**config.mk**
```make
export PLATFORM = sky130hd
export DESIGN_NAME = tlr_div
export DESIGN_NICKNAME = d
export VERILOG_FILES = /design/src/hdl/tlr_pkg.sv /design/src/hdl/tlr_div.sv
export SDC_FILE = /design/constraint.sdc
export NUM_CORES = 1
export LEC_CHECK = 0
export BUFFER_PORTS_ARGS = -buffer_cell sky130_fd_sc_hd__buf_2
export CELL_PAD_IN_SITES_DETAIL_PLACEMENT = 1
export CELL_PAD_IN_SITES_GLOBAL_PLACEMENT = 2
export CORE_MARGIN = 1
export CORE_UTILIZATION = 35
export CTS_CLUSTER_SIZE = 8
export DETAILED_ROUTE_END_ITERATION = 7
export PLACE_DENSITY_LB_ADDON = 0.1
export SETUP_SLACK_MARGIN = 0.1
export SYNTH_ARGS = -nofsm -noshare
export SYNTH_HDL_FRONTEND = slang
export SYNTH_SLANG_ARGS = --single-unit
export TNS_END_PERCENT = 5
```
**constraint.sdc**
```tcl
create_clock -name clk -period 7.17 [get_ports clk]
set_clock_uncertainty 0.2 [all_clocks]
set_input_delay 0.717 -clock clk [delete_from_list [all_inputs] [get_ports clk]]
set_output_delay 0.717 -clock clk [all_outputs]
set_load 0.02 [all_outputs]
```
**src/hdl/tlr_pkg.sv**
```systemverilog
// Shared types and constants for the timestamped record log ring.
// Used by the divider and the top level; depends on nothing.
package tlr_pkg;

    // Command codes carried on the opcode field.
    typedef enum logic [1:0] {
        OP_BEGIN = 2'd0,
        OP_BYTE  = 2'd1,
        OP_READ  = 2'd2,
        OP_CLEAR = 2'd3
    } opcode_t;

    // Byte that opens every record frame.
    localparam logic [7:0] MARK_BYTE = 8'h01;

    // Number of header bytes that follow the mark byte.
    localparam int HEADER_TAIL = 10;

    // One million is 2^6 times 15625; the stamp split divides by the odd factor
    // with a reciprocal multiply that is exact for any 30-bit partial dividend.
    localparam int          USEC_SHIFT  = 6;
    localparam logic [13:0] USEC_ODD    = 14'd15625;
    localparam logic [30:0] USEC_RECIP  = 31'd1125899907;
    localparam int          RECIP_SHIFT = 44;

    // Sequencer states, one-hot.
    typedef enum logic [15:0] {
        S_CLR   = 16'h0001,
        S_IDLE  = 16'h0002,
        S_MUL   = 16'h0004,
        S_STAMP = 16'h0008,
        S_WR    = 16'h0010,
        S_ER10  = 16'h0020,
        S_ERRD  = 16'h0040,
        S_ERCHK = 16'h0080,
        S_RQRD  = 16'h0100,
        S_RQDAT = 16'h0200,
        S_RQDEC = 16'h0400,
        S_WRAP  = 16'h0800,
        S_CPRD  = 16'h1000,
        S_CPDAT = 16'h2000,
        S_DIV   = 16'h4000,
        S_SUM   = 16'h8000
    } state_t;

endpackage

```
**src/hdl/tlr_div.sv**
```systemverilog
// Reciprocal-multiply divider that splits a microsecond stamp into seconds
// and microseconds, one 16-bit quotient digit at a time. Depends on tlr_pkg.
module tlr_div
    import tlr_pkg::*;
(
    input  logic        clk,
    input  logic        rst_n,
    input  logic        start,
    input  logic [63:0] dividend,
    output logic [44:0] quot,
    output logic [19:0] rem,
    output logic        done
);

    logic [63:0] x_reg;
    logic [5:0]  low_reg;
    logic [13:0] r_reg;
    logic [63:0] q_reg;
    logic [60:0] prod_reg;
    logic [1:0]  cnt_reg;
    logic        phase_reg;
    logic        busy_reg;
    logic        done_reg;
    logic [29:0] part;
    logic [15:0] digit;
    logic [29:0] back;

    // Partial dividend: running remainder followed by the next 16-bit digit.
    assign part  = {r_reg, x_reg[63:48]};
    assign digit = prod_reg[RECIP_SHIFT +: 16];
    assign back  = 30'(digit) * 30'(USEC_ODD);

    // Control: four digits, each a multiply phase then a subtract phase; done held until the next start.
    always_ff @(posedge clk or negedge rst_n)
    begin
        if (!rst_n)
        begin
            busy_reg  <= 1'b0;
            done_reg  <= 1'b0;
            cnt_reg   <= '0;
            phase_reg <= 1'b0;
        end
        else if (start)
        begin
            busy_reg  <= 1'b1;
            done_reg  <= 1'b0;
            cnt_reg   <= '0;
            phase_reg <= 1'b0;
        end
        else if (busy_reg)
        begin
            phase_reg <= !phase_reg;
            if (phase_reg)
            begin
                cnt_reg <= cnt_reg + 2'd1;
                if (cnt_reg == 2'd3)
                begin
                    busy_reg <= 1'b0;
                    done_reg <= 1'b1;
                end
            end
        end
    end

    // Datapath: multiply by the reciprocal, then take the digit and remainder.
    always_ff @(posedge clk)
    begin
        if (start)
        begin
            x_reg   <= 64'(dividend >> USEC_SHIFT);
            low_reg <= dividend[5:0];
            r_reg   <= '0;
            q_reg   <= '0;
        end
        else if (busy_reg)
        begin
            if (!phase_reg)
            begin
                prod_reg <= 61'(part) * 61'(USEC_RECIP);
            end
            else
            begin
                r_reg <= 14'(part - back);
                q_reg <= {q_reg[47:0], digit};
                x_reg <= {x_reg[47:0], 16'h0000};
            end
        end
    end

    assign quot = q_reg[44:0];
    assign rem  = {r_reg, low_reg};
    assign done = done_reg;

endmodule

```
==> results of run 1 <==
-- per-layer routing --
| layer | up-vias | part of all wire |
|---|---|---|
| met4 | 0 | 0.028 |
| met5 | - | 0 |
| li1 | 6581 | - |
| met3 | 63 | 0.044 |
| met2 | 223 | 0.46 |
| met1 | 6853 | 0.47 |
-- metrics by stage --
stage	area [um2]	utilization	cells
after floorplan	20300	-	1903
after global placement	23240	0.4090	2949
after detailed placement	23240	0.4090	2949
after CTS	24020	0.4228	2988
after global routing	24130	0.4246	2991
final	24130	0.4246	2991
-- repair_timing --
action,in CTS,in global routing
hold buffers,1,0
setup buffers,6,3
pin swaps,32,23
endpoints found under the setup margin,16,16
gates resized for setup,28,24
hold endpoints to repair,5,0
-- cell usage after synthesis, types with 2 or more instances --
| cell type | instances |
|---|---|
| o211a_1 | 2 |
| and3_1 | 2 |
| o21bai_1 | 4 |
| or2_2 | 6 |
| dfrtp_1 | 5 |
| o21ai_0 | 14 |
| nand3_1 | 7 |
| o21a_1 | 3 |
| nand2_1 | 143 |
| mux2_2 | 42 |
| nor2b_1 | 4 |
| a21oi_1 | 98 |
| inv_1 | 519 |
| nand4_1 | 6 |
| nor3_1 | 9 |
| ha_1 | 393 |
| xor2_1 | 12 |
| a31oi_1 | 2 |
| nor2_1 | 22 |
| dfxtp_1 | 65 |
| buf_1 | 13 |
| edfxtp_1 | 80 |
| xnor2_1 | 37 |
| o21ai_1 | 2 |
| o21ai_2 | 2 |
| nand2b_1 | 4 |
| clkbuf_1 | 17 |
| fa_1 | 328 |
| nor4_1 | 2 |
| a21o_1 | 20 |
| a211oi_1 | 4 |
| and2_1 | 18 |
-- cell families after synthesis --
| kind of cell | count (synthesis) |
|---|---|
| adders and majority gates | 721 |
| buffers and inverters | 549 |
| and+or+nand+nor | 229 |
| AOI/OAI and AO/OA | 163 |
| DFF | 150 |
| xor gates and xnor gates | 49 |
| muxes | 42 |
-- cells in the final DEF, fill, tap and decap left out, types with 9 or more instances in the layout --
cell,instances
buf_4,194
ha_1,387
xnor2_1,37
dfxtp_1,63
fa_1,317
buf_2,131
edfxtp_1,80
fa_2,11
nand2_1,142
and2_1,17
mux2_2,42
a21oi_1,93
inv_1,506
xor2_1,11
nor2_1,22
a21o_1,20
clkbuf_16,17
o21ai_0,9
inv_2,13
-- cell type report --
class	instances	area (um2)
Multi-Input combinational cell	1204	14600
Clock buffer	17	425.4
Inverter	519	1948
Sequential cell	150	3831
Clock inverter	15	197.7
Tap cell	756	945.9
Timing Repair Buffer	330	2185
Fill cell	6431	32690
-- critical path: cells and delay by family, from the launching register on --
kind                     cells  cell delay, ns
buffers and inverters        9            0.71
adder cells (fa/ha/maj)      9            4.37
XOR/XNOR                     1            0.12
AND/OR/NAND/NOR              3            0.73
flip-flops                   1            0.43
AO/OA/AOI/OAI                6            0.76
-- worst paths after layout --
path                       slack [ns]                      to              startpoint
setup reg to reg                -0.43  prod_reg[58]$_DFFE_PP_     x_reg[57]$_DFFE_PP_
setup / recovery                -0.43  prod_reg[58]$_DFFE_PP_     x_reg[57]$_DFFE_PP_
min in group asynchronous        0.43  cnt_reg[0]$_DFFE_PN0P_                   rst_n
hold reg to reg                  0.25  q_reg[42]$_SDFFE_PP0P_  q_reg[42]$_SDFFE_PP0P_
max in group asynchronous        6.20   phase_reg$_DFFE_PN0N_                   rst_n
hold / removal                   0.24    low_reg[0]$_DFFE_PP_             dividend[0]
==> impl_results.md, run 1 <==
* Starting density of the core at 0.3571
* Number of diodes at 0
* Synth top area cells: fa_1, ha_1, edfxtp_1
* Hold Path Class: in -> reg
* Layout cells sized above 1 at 0.2089
* GR peak layer: met2
* # IOs at between 100 and 150
* Register bit total from synthesis at 150
* Post-synthesis xor/xnor area fraction at 0.02115
* Relative slew slack at 0.4289
* CTS tree: yes
* Setup crit end kind: register
* Total number of vias at approximately 14000
* Crit path largest cell delay at 0.58 ns
* Predominant post-synthesis flop cell: edfxtp_1
* Die Area at 58940 um2
* Starting DRT DRC Count at between 400 and 500
* Worst-Margin Slew at approximately 0.86 ns
* Post-synthesis async set-or-reset flop share at 0.03333
* Crit path time final at 7.596 ns
* Register area share after synthesis at 0.1887
* Gr usage total at 0.2205
* H-tree levels at 4
* Status: finished with violations
* EDFF count, synth at 80
* Layout overhead on the synthesized area at 18.92%
* Final setup vio count at 16
* Ys Warns at 0
* Post-Syn Nets at around 2700
* TritonRoute pass-1 iters at 4
* Pre-CTS setup slack at -0.5749 ns
* HPWL after detailed placement at around 56000 um
* Crit share post-route at 1.059
* Hold Fails Final Rpt at 0
* CP dominant cell by count: inv_2
* # nets final at 3010
* Setup TNS Final at -3.783 ns
* Critical Path AT at 7.59 ns
* Post-Synth Adder-Cell Area at 0.5660
* # DRC at 0
* Largest net degree at the start of global routing at 76
* Final WS setup at -0.4259 ns
* Sink Count at 150
* Worst path slowest cell: fa_2
* Failing checks: negative setup slack
* CTS Buffer Depth at 2
* Hold Path Depth at 1
* Number of global-route vias before repair at approximately 16000
* Crit Path Category: reg -> reg
* Mux contribution to synthesized area at 0.02331
* Skew-Pair Late Insertion Delay at 0.45 ns
* Reg clk slew, reported paths at around 0.070 ns
* Initial antenna violation count at 1
* Max FO, Critical Path at 3
* R2R cell count at 28
* Synth Area in Compound Gates at 0.04940
* Final Slew Violations at 0
* GRT Residual Overflow at 0
* Startpoint types: register
* Vias/cell at 4.587
* Area leader, netlist: fa_1
* Met2 Usage GRT at 0.3593
* Port Buffers at approximately 130
* Post-synth cell types at 50
* Std cell rows at 87
* Syn Inst Count at between 1500 and 2000
* Avg Cell Area, Syn at ~11 um2
* Max reg flops at 64
* Yosys top cell area share at 0.3236
* M1 GR Usage at 0.3039
* Grt met3 use at 0.02974
* First-pass GRT wire length at 95830 um
* GP Congestion at 0.9329
* Max Fclk at 131.7 MHz
* Simple-gate share of the synthesized area at 0.04989
* Final wirelength at 62750 um
* Num CTS Buffers at 17
* Critical path required time at ~7 ns
* Floorplan core area at around 57000 um2
* WL/cell at 20.98 um
* Post-route ant nets at 0
* Die height at roughly 240 um
* Max-Cap Viols at 0
* Hold WS at 0.2434 ns
* Unrepaired setup endpoints after global routing: yes
* Die Wd at 242.8 um
* Syn Std Cell Area at 20290 um2
* Largest family of logic cells by synthesized area: adder cells
* CTS root buffer: clkbuf_16
Power of run 1 is left out: the tool's default activity adds up to more than one toggle a clock period on the data nets, which glitch-free logic cannot reach.
==> inputs of run 2 (changes only) <==
- CORE_UTILIZATION: 35 -> 38
==> impl_results.md, run 2 (same netlist as run 1, synthesis figures left out) <==
* # nets final at 2993 (-0.56%)
* Final WS setup at -0.3152 ns (+0.1107 ns)
* Starting density of the core at 0.3853 (+0.02825)
* # fillers at 5877 (-8.6%)
* Max-Cap Viols at 0 (unchanged)
* Commonest non-fill, non-tap cell in the layout: inv_1
* Startpoint types: register
* Worst path slowest cell: fa_1
* CTS Buffer Depth at 2 (unchanged)
* Starting DRT DRC Count at 581 (+34%)
* Critical path required time at 7.16 ns (about the same)
* Critical Path AT at 7.48 ns (-0.11 ns)
* Post-route ant nets at 0 (unchanged)
* GRT Residual Overflow at 0 (unchanged)
* CTS tree: yes
* Crit share post-route at 1.044 (-0.01544)
* Setup TNS Final at -2.160 ns (+1.623 ns)
* Max reg flops at 64 (unchanged)
* Die Wd at 233.1 um (-4.0%)
* # DRC at 0 (unchanged)
* Skew-Pair Late Insertion Delay at 0.45 ns (about the same)
* Crit Path Category: reg -> reg
* Port Buffers at 132 (unchanged)
* Initial antenna violation count at 1 (unchanged)
* Final wirelength at 60520 um (-3.6%)
* Sink Count at 150 (unchanged)
* Vias/cell at 4.722 (+2.9%)
* WL/cell at 20.82 um (-0.77%)
* Most frequent cells in the layout: inv_1, ha_1, fa_1
* Final setup vio count at 11 (-5)
* Max Fclk at 133.6 MHz (+1.5%)
* HPWL after detailed placement at 53740 um (-3.6%)
* Final Slew Violations at 0 (unchanged)
* First-pass GRT wire length at 92270 um (-3.7%)
* Crit path largest cell delay at 0.57 ns (about the same)
* Setup crit end kind: register
* Largest net degree at the start of global routing at 74 (-2.6%)
* Max FO, Critical Path at 7 (+4)
* Floorplan core area at 52660 um2 (-7.3%)
* Std cell rows at 84 (-3.4%)
* Reg clk slew, reported paths at 0.06 ns (about the same)
* Die height at 233.1 um (-4.0%)
* # IOs at 133 (unchanged)
* Seq. cell area at 3830 um2 (about the same)
* Multi-input gate area in the final layout at 14520 um2 (-0.51%)
* Hold Path Class: in -> reg
* Crit path time final at 7.485 ns (-0.1107 ns)
* Gr usage total at 0.2333 (+0.01280)
* Die Area at 54320 um2 (-7.8%)
* Num CTS Buffers at 17 (unchanged)
* TritonRoute pass-1 iters at 4 (unchanged)
* Unrepaired setup endpoints after global routing: yes
* Hold Fails Final Rpt at 0 (unchanged)
* CTS root buffer: clkbuf_16
* Failing checks: negative setup slack
* Relative slew slack at 0.4212 (-0.007725)
* Total number of vias at 13726 (+0.044%)
* Layout overhead on the synthesized area at 17.25%
* GP Congestion at 0.9826 (+5.3%)
* Layout cells sized above 1 at 0.1912 (-0.01779)
* Number of global-route vias before repair at 15449 (-3.0%)
* Worst-Margin Slew at 0.8651 ns (+0.008524 ns)
* H-tree levels at 4 (unchanged)
* Status: finished with violations
* CP dominant cell by count: fa_1
run 2: cell count changes in the layout (fill, tap and decap cells not counted), moves of 3 or more:
| cell | change |
|---|---|
| inv_2 | -10 |
| ha_4 | -3 |
| inv_1 | +10 |
| ha_1 | +4 |
| fa_2 | -4 |
| buf_4 | -15 |
| clkinv_8 | -4 |
| clkinv_1 | +3 |
| fa_1 | +4 |
| inv_8 | -5 |
run 2: what timing repair did:
| item | 4_1_cts | 5_1_grt |
|---|---|---|
| endpoints found under the hold margin | 5 | 0 |
| gates resized for setup | 13 | 13 |
| endpoints found under the setup margin | 16 | 16 |
| pin swaps | 9 | 6 |
| buffers inserted | 2 | 0 |
| hold buffers | 1 | 0 |
run 2: routing by layer:
layer  vias up  track usage  routed length, um
met1      6946       0.3166              28770
met5         -            0                  0
met4         0      0.06352               1337
li1       6538            -                  -
met2       196       0.3874              28360
met3        46      0.03320               2060
run 2: through the flow:
stage	utilization	hold slack, ns	cells	setup WS [ns]	instance area (um2)
global route	0.4518	0.2300	2907	-0.6000	23790
floorplan	-	0.2214	1903	-0.1303	20300
finish	0.4518	0.2460	2907	-0.3152	23790
CTS	0.4511	0.2235	2906	-0.3901	23750
detailed placement	0.4383	0.2499	2871	-0.5071	23080
global placement	0.4383	0.2412	2871	-0.4087	23080
run 2: final cells by class:
cell class                      instances  share of cell area
Multi-Input combinational cell       1204              0.6103
Tap cell                              688             0.03618
Clock inverter                         14            0.006311
Timing Repair Buffer                  313             0.08615
Inverter                              519             0.08189
Antenna cell                            1           0.0001052
Sequential cell                       150              0.1610
Clock buffer                           18             0.01804
run 2: final timing paths:
path / from / to / slack (ns) / cells past startpoint
worst min register to register: q_reg[42]$_SDFFE_PP0P_ / q_reg[42]$_SDFFE_PP0P_ / 0.25 / 2
worst max register to register: x_reg[59]$_SDFFE_PP0P_ / prod_reg[59]$_DFFE_PP_ / -0.32 / 27
worst max-delay path: x_reg[59]$_SDFFE_PP0P_ / prod_reg[59]$_DFFE_PP_ / -0.32 / 27
worst min-delay path: dividend[4] / low_reg[4]$_DFFE_PP_ / 0.25 / 1
max in group asynchronous: rst_n / cnt_reg[1]$_DFFE_PN0P_ / 6.20 / 2
min in group asynchronous: rst_n / done$_DFFE_PN0P_ / 0.44 / 2
run 2: critical path: cells and delay by family (launching register included):
family | cells | cell delay (ns)
XOR/XNOR | 1 | 0.10
flip-flops | 1 | 0.34
AO/OA/AOI/OAI | 10 | 1.76
adder cells (fa/ha/maj) | 9 | 4.15
buffers and inverters | 7 | 0.68
Power of run 2 is left out for the same reason.
